===== config.mk =====
export PLATFORM = sky130hd
export DESIGN_NAME = sorted_linked_list_pool_manager
export DESIGN_NICKNAME = d
export VERILOG_FILES = /design/src/rtl/core/slpm_pkg.sv /design/src/rtl/core/slpm_node_ram.sv /design/src/rtl/core/sorted_linked_list_pool_manager.sv
export VERILOG_INCLUDE_DIRS = /design/src /design/src/rtl/core
export SDC_FILE = /design/constraint.sdc
export NUM_CORES = 1
export LEC_CHECK = 0
export ABC_AREA = 1
export BUFFER_PORTS_ARGS = -buffer_cell sky130_fd_sc_hd__buf_2
export CAP_MARGIN = 15
export CORE_MARGIN = 4
export CORE_UTILIZATION = 57
export CTS_CLUSTER_DIAMETER = 50
export DETAILED_ROUTE_END_ITERATION = 12
export PLACE_DENSITY_LB_ADDON = 0.2
export SLEW_MARGIN = 20
export SYNTH_ARGS = -nofsm -noshare
export SYNTH_HDL_FRONTEND = slang
export SYNTH_HIERARCHICAL = 1
export SYNTH_SLANG_ARGS = --single-unit
export TNS_END_PERCENT = 1

===== constraint.sdc =====
create_clock -name i_clk -period 4.12 [get_ports i_clk]
set_input_delay 0.618 -clock i_clk [delete_from_list [all_inputs] [get_ports i_clk]]
set_output_delay 0.618 -clock i_clk [all_outputs]
set_load 0.01 [all_outputs]

===== src/rtl/core/sorted_linked_list_pool_manager_macros.svh =====
// ---------------------------------------------------------------------------
// Assertion macros for the sorted linked list pool manager
// Shared concurrent assertion forms, clocked on i_clk, off during reset.
// ---------------------------------------------------------------------------
`ifndef SORTED_LINKED_LIST_POOL_MANAGER_MACROS_SVH
`define SORTED_LINKED_LIST_POOL_MANAGER_MACROS_SVH

// Same-cycle implication.
`define SLPM_ASSERT_IMP(lbl, ante, cons, msg) \
    lbl: assert property (@(posedge i_clk) disable iff (!i_rst_n) (ante) |-> (cons)) \
        else $error(msg);

// Next-cycle implication.
`define SLPM_ASSERT_NXT(lbl, ante, cons, msg) \
    lbl: assert property (@(posedge i_clk) disable iff (!i_rst_n) (ante) |=> (cons)) \
        else $error(msg);

`endif


===== src/rtl/core/slpm_pkg.sv =====
// ---------------------------------------------------------------------------
// slpm_pkg
// Sizes, codes and types shared by the pool manager and its node memory.
// ---------------------------------------------------------------------------
`default_nettype none

package slpm_pkg;

    localparam int NODES  = 16;
    localparam int LISTS  = 8;
    localparam int IDX_W  = $clog2(NODES);
    localparam int LINK_W = $clog2(NODES + 1);
    localparam int LEN_W  = $clog2(NODES + 1);
    localparam int LIST_W = (LISTS > 1) ? $clog2(LISTS) : 1;
    localparam int KEY_W  = 32;

    localparam logic [LINK_W-1:0] LINK_NULL = LINK_W'(NODES);

    localparam logic [1:0] REQ_INSERT = 2'd0;
    localparam logic [1:0] REQ_DELETE = 2'd1;
    localparam logic [1:0] REQ_COUNT  = 2'd2;
    // no meaning: answered with all-zero fields, nothing changes
    localparam logic [1:0] REQ_NOP    = 2'd3;

    localparam logic [1:0] ST_OK       = 2'd0;
    localparam logic [1:0] ST_NO_FREE  = 2'd1;
    localparam logic [1:0] ST_NOT_FND  = 2'd2;
    localparam logic [1:0] ST_EMPTY    = 2'd3;

    typedef struct packed {
        logic signed [KEY_W-1:0] key;
        logic [LINK_W-1:0]       next;
        logic [LINK_W-1:0]       prev;
    } t_node;

    // Write port of the node memory, one enable per field.
    typedef struct packed {
        logic              we_key;
        logic              we_next;
        logic              we_prev;
        logic [IDX_W-1:0]  addr;
        t_node             data;
    } t_node_wr;

    typedef enum logic [3:0] {
        S_INIT, S_IDLE, S_START, S_TAKE, S_WREQ, S_WCHK,
        S_W0, S_W1, S_W2, S_W3, S_OUT
    } t_state;

endpackage

`default_nettype wire


===== src/rtl/core/slpm_node_ram.sv =====
// ---------------------------------------------------------------------------
// slpm_node_ram
// Node store: key, next and prev per node, field write enables, registered read.
// ---------------------------------------------------------------------------
`default_nettype none

module slpm_node_ram (
    input  wire logic                      i_clk,
    input  wire slpm_pkg::t_node_wr        i_wr,
    input  wire logic [slpm_pkg::IDX_W-1:0] i_rd_addr,
    output slpm_pkg::t_node                o_rd_data
);

    slpm_pkg::t_node r_mem [slpm_pkg::NODES];
    slpm_pkg::t_node r_rd;

    always_ff @(posedge i_clk) begin
        if (i_wr.we_key) begin
            r_mem[i_wr.addr].key <= i_wr.data.key;
        end
        if (i_wr.we_next) begin
            r_mem[i_wr.addr].next <= i_wr.data.next;
        end
        if (i_wr.we_prev) begin
            r_mem[i_wr.addr].prev <= i_wr.data.prev;
        end
        r_rd <= r_mem[i_rd_addr];
    end

    assign o_rd_data = r_rd;

endmodule

`default_nettype wire


===== src/rtl/core/sorted_linked_list_pool_manager.sv =====
// Results: a request that needs no walk goes straight to its result; a walk over L nodes
//   comes before the result of a count, a miss, a delete hit or an insert.
// Flow: one word at a time; the next word is taken the cycle after the result is
//   registered, and the result waits in S_OUT while the output register is stalled.
// Reset: synchronous, active low; a pass then rebuilds the free chain in the
//   node memory, during which no input word is accepted.
// ---------------------------------------------------------------------------
// sorted_linked_list_pool_manager
// Pool of nodes holding several ascending doubly linked lists plus a free list.
// ---------------------------------------------------------------------------
`default_nettype none

`include "sorted_linked_list_pool_manager_macros.svh"

module sorted_linked_list_pool_manager (
    input  wire logic        i_clk,
    input  wire logic        i_rst_n,
    // request channel
    input  wire logic        i_in_valid,
    output logic             o_in_stall,
    input  wire logic [1:0]  i_req_type,
    input  wire logic [2:0]  i_list_number,
    input  wire logic signed [31:0] i_key,
    // result channel
    output logic             o_out_valid,
    input  wire logic        i_out_stall,
    output logic [1:0]       o_status,
    output logic [3:0]       o_node_index,
    output logic [4:0]       o_list_length
);

    localparam int IW = slpm_pkg::IDX_W;
    localparam int LW = slpm_pkg::LINK_W;
    localparam int NW = slpm_pkg::LEN_W;

    slpm_pkg::t_state r_state, n_state;

    // latched request word
    logic [1:0]        r_op, n_op;
    logic [2:0]        r_ln, n_ln;
    logic signed [31:0] r_key, n_key;

    // free list head and list heads (heads reset to null)
    logic [LW-1:0] r_free, n_free;
    logic [LW-1:0] r_head [slpm_pkg::LISTS];
    logic          head_we;
    logic [LW-1:0] head_wd;

    // walk state
    logic [LW-1:0] r_cur, n_cur;     // current node on the walk
    logic [LW-1:0] r_prev, n_prev;   // node before the insert point / victim's prev
    logic [LW-1:0] r_nx, n_nx;       // victim's next on delete
    logic [LW-1:0] r_nfree, n_nfree; // new free head after taking a node
    logic [NW-1:0] r_cnt, n_cnt;     // steps taken / list length
    logic [IW-1:0] r_node, n_node;   // node allocated or freed
    logic [IW-1:0] r_init, n_init;   // free-chain rebuild pointer

    // pending result
    logic [1:0]    r_st, n_st;
    logic [NW-1:0] r_len, n_len;

    // output register
    logic          r_ov, n_ov;
    logic [1:0]    r_ost;
    logic [IW-1:0] r_onode;
    logic [NW-1:0] r_olen;

    slpm_pkg::t_node_wr wr;
    logic [IW-1:0]      rd_addr;
    slpm_pkg::t_node    rd;

    logic          in_acc;
    logic          out_free;
    logic [LW-1:0] head_cur;
    logic          cur_null;

    slpm_node_ram u_ram (
        .i_clk     (i_clk),
        .i_wr      (wr),
        .i_rd_addr (rd_addr),
        .o_rd_data (rd)
    );

    assign in_acc   = i_in_valid && !o_in_stall;
    assign out_free = !r_ov || !i_out_stall;
    assign head_cur = r_head[r_ln[slpm_pkg::LIST_W-1:0]];
    assign cur_null = (r_cur == slpm_pkg::LINK_NULL) || (r_cnt == NW'(slpm_pkg::NODES));

    // ---------------- next state ----------------
    always_comb begin
        n_state = r_state;
        case (r_state)
            slpm_pkg::S_INIT: begin
                if (r_init == IW'(slpm_pkg::NODES - 1)) begin
                    n_state = slpm_pkg::S_IDLE;
                end
            end
            slpm_pkg::S_IDLE: begin
                if (in_acc) begin
                    n_state = slpm_pkg::S_START;
                end
            end
            slpm_pkg::S_START: begin
                if (r_op == slpm_pkg::REQ_NOP || 32'(r_ln) >= slpm_pkg::LISTS) begin
                    n_state = slpm_pkg::S_OUT;
                end else if (r_op == slpm_pkg::REQ_INSERT) begin
                    n_state = (r_free == slpm_pkg::LINK_NULL) ? slpm_pkg::S_OUT
                                                              : slpm_pkg::S_TAKE;
                end else begin
                    n_state = (head_cur == slpm_pkg::LINK_NULL) ? slpm_pkg::S_OUT
                                                                : slpm_pkg::S_WREQ;
                end
            end
            slpm_pkg::S_TAKE: n_state = slpm_pkg::S_WREQ;
            slpm_pkg::S_WREQ: begin
                if (!cur_null) begin
                    n_state = slpm_pkg::S_WCHK;
                end else if (r_op == slpm_pkg::REQ_INSERT) begin
                    n_state = slpm_pkg::S_W0;
                end else begin
                    n_state = slpm_pkg::S_OUT;
                end
            end
            slpm_pkg::S_WCHK: begin
                case (r_op)
                    slpm_pkg::REQ_INSERT:
                        n_state = (rd.key < r_key) ? slpm_pkg::S_WREQ : slpm_pkg::S_W0;
                    slpm_pkg::REQ_DELETE:
                        n_state = (rd.key == r_key) ? slpm_pkg::S_W0 : slpm_pkg::S_WREQ;
                    default: n_state = slpm_pkg::S_WREQ;
                endcase
            end
            slpm_pkg::S_W0: n_state = slpm_pkg::S_W1;
            slpm_pkg::S_W1: n_state = slpm_pkg::S_W2;
            slpm_pkg::S_W2: n_state = slpm_pkg::S_W3;
            slpm_pkg::S_W3: n_state = slpm_pkg::S_OUT;
            slpm_pkg::S_OUT: begin
                if (out_free) begin
                    n_state = slpm_pkg::S_IDLE;
                end
            end
            default: n_state = slpm_pkg::S_IDLE;
        endcase
    end

    // ---------------- datapath and memory control ----------------
    always_comb begin
        n_op = r_op; n_ln = r_ln; n_key = r_key;
        n_free = r_free; n_cur = r_cur; n_prev = r_prev; n_nx = r_nx;
        n_nfree = r_nfree; n_cnt = r_cnt; n_node = r_node; n_init = r_init;
        n_st = r_st; n_len = r_len;
        n_ov = r_ov && i_out_stall;
        head_we = 1'b0;
        head_wd = slpm_pkg::LINK_NULL;
        wr = '0;
        rd_addr = r_cur[IW-1:0];
        o_in_stall = (r_state != slpm_pkg::S_IDLE);

        case (r_state)
            slpm_pkg::S_INIT: begin
                // rebuild free chain: next = i+1, prev = i-1 (first prev null)
                wr.we_next   = 1'b1;
                wr.we_prev   = 1'b1;
                wr.addr      = r_init;
                wr.data.next = LW'(r_init) + LW'(1);
                wr.data.prev = (r_init == '0) ? slpm_pkg::LINK_NULL
                                              : LW'(r_init) - LW'(1);
                n_init       = r_init + IW'(1);
            end
            slpm_pkg::S_IDLE: begin
                if (in_acc) begin
                    n_op = i_req_type; n_ln = i_list_number; n_key = i_key;
                    n_st = slpm_pkg::ST_OK; n_len = '0; n_node = '0;
                end
            end
            slpm_pkg::S_START: begin
                n_cur  = head_cur;
                n_prev = slpm_pkg::LINK_NULL;
                n_cnt  = '0;
                rd_addr = r_free[IW-1:0];
                if (r_op == slpm_pkg::REQ_NOP) begin
                    n_st = slpm_pkg::ST_OK;
                end else if (32'(r_ln) >= slpm_pkg::LISTS) begin
                    n_st = slpm_pkg::ST_EMPTY;
                end else if (r_op == slpm_pkg::REQ_INSERT) begin
                    if (r_free == slpm_pkg::LINK_NULL) begin
                        n_st = slpm_pkg::ST_NO_FREE;
                    end else begin
                        n_node = r_free[IW-1:0];
                    end
                end else if (head_cur == slpm_pkg::LINK_NULL) begin
                    n_st = slpm_pkg::ST_EMPTY;
                end
            end
            slpm_pkg::S_TAKE: begin
                n_nfree = rd.next;
            end
            slpm_pkg::S_WREQ: begin
                if (cur_null) begin
                    if (r_op == slpm_pkg::REQ_DELETE) begin
                        n_st = slpm_pkg::ST_NOT_FND;
                    end else if (r_op == slpm_pkg::REQ_COUNT) begin
                        n_len = r_cnt;
                    end
                end
            end
            slpm_pkg::S_WCHK: begin
                if (r_op == slpm_pkg::REQ_DELETE && rd.key == r_key) begin
                    n_prev = rd.prev;
                    n_nx   = rd.next;
                    n_node = r_cur[IW-1:0];
                end else if (r_op != slpm_pkg::REQ_INSERT || rd.key < r_key) begin
                    n_prev = r_cur;
                    n_cur  = rd.next;
                    n_cnt  = r_cnt + NW'(1);
                end
            end
            slpm_pkg::S_W0: begin
                if (r_op == slpm_pkg::REQ_INSERT) begin
                    wr.we_key = 1'b1; wr.we_next = 1'b1; wr.we_prev = 1'b1;
                    wr.addr = r_node;
                    wr.data.key = r_key; wr.data.next = r_cur; wr.data.prev = r_prev;
                    n_free = r_nfree;
                end else if (r_prev != slpm_pkg::LINK_NULL) begin
                    wr.we_next = 1'b1; wr.addr = r_prev[IW-1:0]; wr.data.next = r_nx;
                end else begin
                    head_we = 1'b1; head_wd = r_nx;
                end
            end
            slpm_pkg::S_W1: begin
                if (r_op == slpm_pkg::REQ_INSERT) begin
                    if (r_prev != slpm_pkg::LINK_NULL) begin
                        wr.we_next = 1'b1; wr.addr = r_prev[IW-1:0];
                        wr.data.next = LW'(r_node);
                    end else begin
                        head_we = 1'b1; head_wd = LW'(r_node);
                    end
                end else if (r_nx != slpm_pkg::LINK_NULL) begin
                    wr.we_prev = 1'b1; wr.addr = r_nx[IW-1:0]; wr.data.prev = r_prev;
                end
            end
            slpm_pkg::S_W2: begin
                if (r_op == slpm_pkg::REQ_INSERT) begin
                    wr.we_prev   = (r_cur != slpm_pkg::LINK_NULL);
                    wr.addr      = r_cur[IW-1:0];
                    wr.data.prev = LW'(r_node);
                end else begin
                    // victim goes to the free list head
                    wr.we_next = 1'b1; wr.we_prev = 1'b1; wr.addr = r_node;
                    wr.data.next = r_free; wr.data.prev = slpm_pkg::LINK_NULL;
                end
            end
            slpm_pkg::S_W3: begin
                if (r_op == slpm_pkg::REQ_INSERT) begin
                    wr.we_prev   = (r_nfree != slpm_pkg::LINK_NULL);
                    wr.addr      = r_nfree[IW-1:0];
                    wr.data.prev = slpm_pkg::LINK_NULL;
                end else begin
                    wr.we_prev   = (r_free != slpm_pkg::LINK_NULL);
                    wr.addr      = r_free[IW-1:0];
                    wr.data.prev = LW'(r_node);
                    n_free       = LW'(r_node);
                end
            end
            slpm_pkg::S_OUT: begin
                if (out_free) begin
                    n_ov = 1'b1;
                end
            end
            default: begin
            end
        endcase
    end

    // ---------------- registers ----------------
    always_ff @(posedge i_clk) begin
        if (!i_rst_n) begin
            r_state <= slpm_pkg::S_INIT;
            r_init  <= '0;
            r_free  <= '0;
            r_ov    <= 1'b0;
            for (int i = 0; i < slpm_pkg::LISTS; i++) begin
                r_head[i] <= slpm_pkg::LINK_NULL;
            end
        end else begin
            r_state <= n_state;
            r_init  <= n_init;
            r_free  <= n_free;
            r_ov    <= n_ov;
            if (head_we) begin
                r_head[r_ln[slpm_pkg::LIST_W-1:0]] <= head_wd;
            end
        end
    end

    always_ff @(posedge i_clk) begin
        r_op <= n_op; r_ln <= n_ln; r_key <= n_key;
        r_cur <= n_cur; r_prev <= n_prev; r_nx <= n_nx; r_nfree <= n_nfree;
        r_cnt <= n_cnt; r_node <= n_node; r_st <= n_st; r_len <= n_len;
        if (r_state == slpm_pkg::S_OUT && out_free) begin
            r_ost   <= r_st;
            r_onode <= (r_st == slpm_pkg::ST_OK) ? r_node : '0;
            r_olen  <= r_len;
        end
    end

    assign o_out_valid   = r_ov;
    assign o_status      = r_ost;
    assign o_node_index  = r_onode;
    assign o_list_length = r_olen;

    // ---------------- assertions ----------------
    `SLPM_ASSERT_IMP(a_node_zero_on_err, o_out_valid && o_status != slpm_pkg::ST_OK,
        o_node_index == '0, "node index set on failed request")
    `SLPM_ASSERT_IMP(a_len_only_ok, o_out_valid && o_list_length != '0,
        o_status == slpm_pkg::ST_OK, "length reported with error status")
    `SLPM_ASSERT_NXT(a_busy_after_acc, i_in_valid && !o_in_stall,
        o_in_stall, "second word accepted while busy")

endmodule

`default_nettype wire


==> qor.yml, run 1 <==
track_usage_pct: 25.2
maxCapViolations: 0
htree_levels: 3
arrival_ns: 4.00
synth_area_leaders: "edfxtp_1 (64%), nand2_1 (11%), nand3_1 (7.2%)"
initial_core_util_pct: 57.8
synth-xor-area-share_pct: 0.0234
cp_max_fo: 21
synth_top_area_share_pct: 63.9
syn_area_um2: 37400
synthCells: 3709
yosys_warnings: 6
dr_wl_met2_um: 42800
vias_per_cell: 5.36
p_clk_share_pct: 46.4
powerDensity_nw_per_um2: 431
area_growth_pct: 12.7
n_antenna_cell: 0
p_sw_mw: 3.64
die_width_um: 264
cts_tree: "built"
clk_pin_slew_ns: 0.06
synth_simple_gate_area_share_pct: 20.9
die_y_um: 264
synth_ff_type: "edfxtp_1"
tns_ns: 0
min_from: "i_key[14]"
fin_crit_sh_pct: 88.6
ctsLongestPathBuffers: 3
filler_cell_count: 4977
synth_nets: 3790
drive_gt1_share_pct: 8.77
antenna_found_initial: 1
swShare_pct: 20.1
core_um2: 64700
startpoint: "r_op[0]"
grt.overflow.total: 0
cts_root_buf: "clkbuf_16"
cp-start-kind: "flop"
nNetsFinal: 3842
drc: 0
internal_power_mw: 14.5
drt_iter0_drc: 2467
synth_top_family_by_area: "simple AND/OR/NAND/NOR gates"
fin_hold_ws_ns: 0.137
critPathKind: "reg -> reg"
crit_required_ns: 4.47
die-area_um2: 69800
io-pin-count: 54
peakVddDrop_mv: 0.381
routed.top_layer: "met4"
hold_viol_final: 0
pwr-share-seq_pct: 52.3
ys_ff_latch: 855
place.gp.congestion: 0.923
slew_violations: 0
synth_enable_flop_cells: 796
seqCellArea_um2: 25100
cts_hold_buf: 0
grt_pass1_wl_um: 137000
cts_made_buffers: 94
clock_skew_ns: 0.0205
ant_nets: 0
hold_path_class: "in -> reg"
rsz0062_at_grt: "false"
synth_top_cell_by_area: "edfxtp_1"
drt_pre_antenna_iters: 5
async_flop_share_pct: 0
max_freq_mhz: 274
end_kind: "flop"
num_vias: 25158
relSlewSlack_pct: 27.9
core.rowCount: 93
dp_hpwl_um: 51600
r2r_start: "r_op[0]"
status: "complete, no violations"
wirelength_um: 88500
synthMuxAreaShare_pct: 0.0268
combPwrFrac_pct: 1.3
worst_slew_pin_slew_ns: 1.08
ys_seq_area_share_pct: 67.1
leakage_nw: 17.9
avgSynthCellArea_um2: 10.1
met3_length_um: 6280
post_cts_buffers: 0
period_minus_slack_ns: 3.65
io_buffers: 53
ctsResizeCount: 0
grt_max_degree: 203
first_global_vias: 23910
clk_latency_ns: 0.65
synth_fa_ha_area_share_pct: 1.34
rrSetupSlack_ns: 0.47
synth.distinct_cells: 45
wl_per_cell_um: 18.8
synth-compound-area-share_pct: 2.04
setup_viol: 0
multi_input_area_um2: 9300
cts_num_sinks: 855
met1Wirelength_um: 37200
[power groups by stage]
| stage | logic (mW) | clock network, mW | registers [mW] |
|---|---|---|---|
| 4_1_cts | 0.230 | 8.56 | 9.50 |
| 6_report | 0.231 | 8.42 | 9.50 |
| 3_3_place_gp | 0.227 | 0 | 9.68 |
| 3_5_place_dp | 0.229 | 0 | 9.68 |
| 2_1_floorplan | 0.118 | 0 | 9.68 |
| 5_1_grt | 0.258 | 8.93 | 9.50 |
[Yosys cell counts (all sizes together) (5+ instances only)]
library cell,count
a31oi,5
nor3,7
nand3,541
o221ai,5
nand4,12
o21ai,45
inv,658
edfxtp,796
o22ai,5
o2111ai,7
dfxtp,59
ha,40
buf,97
nor2,213
nand2,1083
a21oi,37
clkbuf,65
o211ai,6
[final timing paths]
| path | to | depth (start not counted) |
|---|---|---|
| max | u_ram/r_mem[6][35] | 11 |
| min | r_key[14] | 1 |
| max reg2reg | u_ram/r_mem[6][35] | 11 |
| min reg2reg | o_list_length[4] | 0 |
[cells by family after synthesis]
family / count (synthesis)
buffers and inverters: 822
adders and majority gates: 40
and+or+nand+nor: 1865
xor gates and xnor gates: 1
muxes: 1
AOI/OAI and AO/OA: 125
DFF: 855
[cell type report]
type / instances / share of cell area (%)
Sequential cell: 855 / 59.5
Multi-Input combinational cell: 2032 / 22.1
Clock buffer: 128 / 6.22
Inverter: 660 / 5.92
Tap cell: 855 / 2.54
Timing Repair Buffer: 118 / 2.47
Clock inverter: 50 / 1.28
[cell usage in the layout, fill, tap and decap left out, types with 36 or more instances in the layout]
master,netlist,layout
inv_1,638,637
o21ai_0,40,36
buf_2,77,53
ha_1,40,40
nand2_1,1082,1082
clkbuf_16,0,97
a21oi_1,37,37
buf_4,4,42
nor2_1,195,176
nand3_1,541,541
dfxtp_1,59,59
edfxtp_1,796,796
[critical path, stage by stage, from the launching register on]
cell and delay [ns]:
edfxtp_1 0.42, inv_1 0.11, ha_1 0.31, inv_2 0.24, nor2_1 0.24, a21oi_1 0.06
a221oi_1 0.30, o2111ai_1 0.32, nor2_1 0.33, nand2_1 0.19, nor2_4 0.58, buf_12 0.23
[sequential cells by signal, summed over array words and instances (netlist names), 5 cells and up, named ones only]
register	count
u_ram/r_mem	672
u_ram/o_rd_data	42
r_head	40
r_key	32
o_list_length	5
r_cnt	5
r_cur	5
r_free	5
r_len	5
r_nfree	5
r_nx	5
r_prev	5
[per-layer routing]
metal	global-route usage, %	up-vias
met5	0	-
met4	7.17	0
met3	3.99	148
met2	41.3	933
met1	35.4	11921
li1	-	12156
[through the flow]
| stage | worst slack, ns | area [um2] | utilization, % | cells | total power [mW] |
|---|---|---|---|---|---|
| CTS | 0.555 | 42200 | 65.2 | 4698 | 18.3 |
| global placement | 0.702 | 39000 | 60.3 | 4520 | 9.91 |
| finish | 0.470 | 42200 | 65.2 | 4698 | 18.2 |
| floorplan | 0.278 | 37400 | - | 3709 | 9.80 |
| detailed placement | 0.565 | 39000 | 60.3 | 4520 | 9.91 |
| global route | 0.239 | 42200 | 65.2 | 4698 | 18.7 |
No activity file was read; power rests on OpenSTA's default activity.
==> inputs of run 2 (changes only) <==
--- a/config.mk
+++ b/config.mk
@@ -17,6 +17,5 @@
 export SLEW_MARGIN = 20
 export SYNTH_ARGS = -nofsm -noshare
 export SYNTH_HDL_FRONTEND = slang
-export SYNTH_HIERARCHICAL = 1
 export SYNTH_SLANG_ARGS = --single-unit
 export TNS_END_PERCENT = 1
==> run 2 against run 1 <==
  * Synthesized area decreased by 7.7%
  * Synthesized cell count is 25% lower
  * Cell area down 7.7%
  * Combinational power is 10% lower
  * Largest cell class unchanged
  * Largest power group unchanged
  * Highest routed layer unchanged
==> qor.yml, run 2 <==
status: "complete, no violations"  # unchanged
tns_ns: 0  # unchanged
vias_per_cell: 6.21  # was 5.36
cp_max_fo: 27  # was 21
synth_fa_ha_area_share_pct: 1.45  # was 1.34%
synthMuxAreaShare_pct: 0  # was 0.0268%
final_common_cell: "edfxtp_1"  # was nand2_1
critPathKind: "reg -> reg"  # unchanged
ys_seq_area_share_pct: 72.6  # was 67.1%
synthTopCellsByCount: "edfxtp_1 (796), nor2_1 (598), o21ai_0 (343), nand2_1 (187), inv_1 (121)"  # was nand2_1 (1082), edfxtp_1 (796), inv_1 (638), nand3_1 (541), nor2_1 (195)
maxCapViolations: 0  # unchanged
nNetsFinal: 2931  # was 3842
use_met3_pct: 4.82  # was 3.99%
end_kind: "flop"  # unchanged
crit_required_ns: 4.46  # was 4.47 ns
rr_endpoint: "u_ram.r_mem[10][20]"  # was u_ram/r_mem[6][35]
fin_crit_sh_pct: 84.9  # was 88.6%
hold_path_class: "in -> reg"  # unchanged
wl_per_cell_um: 24.0  # was 18.8 um
yosys_warnings: 0  # was 6
drt_iter0_drc: 2741  # was 2467
rsz0062_at_grt: "false"  # unchanged
grt_pass1_wl_um: 134000  # was 137000 um
top_register: "u_ram.r_mem"  # was u_ram/r_mem
die_y_um: 254  # was 264 um
synth_area_leaders: "edfxtp_1 (69%), nor2_1 (6.5%), o21ai_0 (5.0%)"  # was edfxtp_1 (64%), nand2_1 (11%), nand3_1 (7.2%)
slew_violations: 0  # unchanged
antenna_found_initial: 0  # was 1
worstPathCellList: "inv_1 -> ha_1 -> buf_4 -> nor2_1 -> inv_1 -> nand2_1 -> nand2_1 -> o31ai_1 -> nor3_1 -> o21ai_1 -> nor2_1 -> nand2_1 -> nor2_4 -> buf_12"  # was inv_1 -> ha_1 -> inv_2 -> nor2_1 -> a21oi_1 -> a221oi_1 -> o2111ai_1 -> nor2_1 -> nand2_1 -> nor2_4 -> buf_12
ctsResizeCount: 0  # unchanged
core.rowCount: 89  # was 93
yosysMostFrequentCell: "edfxtp_1"  # was nand2_1
synth_nets: 2875  # was 3790
cts_num_sinks: 855  # unchanged
avgSynthCellArea_um2: 12.4  # was 10.1 um2
grt_max_degree: 171  # was 203
ys_ff_latch: 855  # unchanged
min_path_cells: 1  # unchanged
ant_nets: 0  # unchanged
syn_area_um2: 34500  # was 37400 um2
peakVddDrop_mv: 0.494  # was 0.381 mV
clk_pin_slew_ns: 0.06  # about the same
io-pin-count: 54  # unchanged
critPathSlowestCell: "nor2_4"  # unchanged
initial_core_util_pct: 58.1  # was 57.8%
dp_hpwl_um: 51700  # was 51600 um
setup_viol: 0  # unchanged
r2r_cells: 14  # was 11
period_minus_slack_ns: 3.50  # was 3.65 ns
cp-start-kind: "flop"  # unchanged
path_buf_inv: 4  # was 3
globalRouteMet1Util_pct: 37.2  # was 35.4%
leakage_nw: 14.7  # was 17.9 nW
min_to: "r_key[17]"  # was r_key[14]
drt_pre_antenna_iters: 8  # was 5
synth_top_cell_by_area: "edfxtp_1"  # unchanged
synth_enable_flop_cells: 796  # unchanged
cts_hold_buf: 0  # unchanged
synth-xor-area-share_pct: 0.0254  # was 0.0234%
grt_util_met2_pct: 45.4  # was 41.3%
track_usage_pct: 27.5  # was 25.2%
cts_root_buf: "clkbuf_16"  # unchanged
grt.overflow.total: 0  # unchanged
n_antenna_cell: 0  # unchanged
synth_simple_gate_area_share_pct: 10.3  # was 20.9%
num_vias: 22953  # was 25158
die-area_um2: 64600  # was 69800 um2
r2r_start: "r_op[0]"  # unchanged
cts_made_buffers: 90  # was 94
post_cts_buffers: 0  # unchanged
gr-max-usage-layer: "met2"  # unchanged
largest_reg_flops: 672  # unchanged
clk_latency_ns: 0.65  # about the same
ctsLongestPathBuffers: 3  # unchanged
powerDensity_nw_per_um2: 453  # was 431 nW/um2
min_from: "i_key[17]"  # was i_key[14]
htree_levels: 3  # unchanged
final_cell_mix: "edfxtp_1 (796), nor2_1 (577), o21ai_0 (343)"  # was nand2_1 (1082), edfxtp_1 (796), inv_1 (637)
rrSetupSlack_ns: 0.62  # was 0.47 ns
drive_gt1_share_pct: 10.5  # was 8.77%
first_global_vias: 22419  # was 23910
place.gp.congestion: 0.927  # was 0.923
relSlewSlack_pct: 23.3  # was 27.9%
clock_skew_ns: 0.0343  # was 0.0205 ns
synth_top_family_by_area: "compound AO/OA/AOI/OAI gates"  # was simple AND/OR/NAND/NOR gates
critPathTopFamily: "simple AND/OR/NAND/NOR gates"  # unchanged
synth_top_area_share_pct: 69.2  # was 63.9%
io_buffers: 53  # unchanged
synth_ff_type: "edfxtp_1"  # unchanged
arrival_ns: 3.84  # was 4.00 ns
worst_slew_pin_slew_ns: 1.14  # was 1.08 ns
area_growth_pct: 12.6  # was 12.7%
critPathMaxStageDelay_ns: 0.47  # was 0.58 ns
cts_tree: "built"  # unchanged
synth-compound-area-share_pct: 12.1  # was 2.04%
utilization_pct: 65.4  # was 65.2%
synthCells: 2794  # was 3709
die_width_um: 254  # was 264 um
wirelength_um: 88800  # was 88500 um
drc: 0  # unchanged
hold_viol_final: 0  # unchanged
core_um2: 59500  # was 64700 um2
synth.distinct_cells: 52  # was 45
crit_top_cell: "nand2_1"  # was nor2_1
max_freq_mhz: 286  # was 274 MHz
async_flop_share_pct: 0  # unchanged
run 2: changes by cell type in the layout (fill, tap and decap cells not counted), moves of 9 or more:
cell,previous run,this run
buf_4,42,52
clkinv_1,7,18
inv_1,637,121
nand2_1,1082,186
nand3_1,541,79
nor2_1,176,577
nor2_2,16,7
o21ai_0,36,343
o21ai_1,5,99
o221ai_1,5,104
o22ai_1,5,75
run 2: worst max-delay path by stage:
stage	start	endpoint	slack, ns	cells after the start
2_1_floorplan	r_op[0]	u_ram.r_mem[13][10]	0.40	12
3_3_place_gp	r_op[0]	u_ram.r_mem[10][15]	0.77	14
3_5_place_dp	r_op[0]	u_ram.r_mem[10][15]	0.69	14
4_1_cts	r_op[0]	u_ram.r_mem[10][20]	0.69	14
5_1_grt	r_op[0]	u_ram.r_mem[10][23]	0.34	14
6_report	r_op[0]	u_ram.r_mem[10][20]	0.62	14
run 2: cell type report:
class	count	area, um2
repair buffers	120	956
well taps	773	967
clock buffers	121	2470
inverters	139	533
multi-input cells	1644	8450
fillers	4384	20600
flip-flops and latches	855	25100
clock inverters	47	437
run 2: per-stage QoR:
stage / std cells / worst slack (ns) / hold WS [ns] / area (um2) / total power, mW
after floorplan: 2794 / 0.396 / 0.400 / 34500 / 9.78
after global placement: 3531 / 0.772 / 0.402 / 36000 / 9.88
after detailed placement: 3531 / 0.686 / 0.406 / 36000 / 9.89
after CTS: 3699 / 0.689 / 0.106 / 38900 / 17.7
after global routing: 3699 / 0.345 / 0.110 / 38900 / 18.1
final: 3699 / 0.623 / 0.140 / 38900 / 17.6
run 2: worst register-to-register path: cells and delay by family (launching register included):
family | cells | cell delay [ns]
AND/OR/NAND/NOR | 7 | 1.54
AO/OA/AOI/OAI | 2 | 0.26
buffers and inverters | 4 | 0.79
flip-flops | 1 | 0.43
adder cells (fa/ha/maj) | 1 | 0.19
run 2: where the power goes:
group          leakage (nW)  switching [mW]  internal, mW
clock network          1.42            3.33          4.56
registers              9.04          0.0188          9.48
logic                  4.26           0.154        0.0530
run 2: layer usage:
metal	vias to the layer above	routed length (um)
met5	-	0
met1	11270	35300
met4	0	3470
met2	1146	43300
li1	10330	-
met3	207	6780
run 2: cells by family after synthesis:
family                   Yosys count
flip-flops                       855
adder cells (fa/ha/maj)           40
buffers and inverters            295
XOR/XNOR                           1
AND/OR/NAND/NOR                  894
AO/OA/AOI/OAI                    709
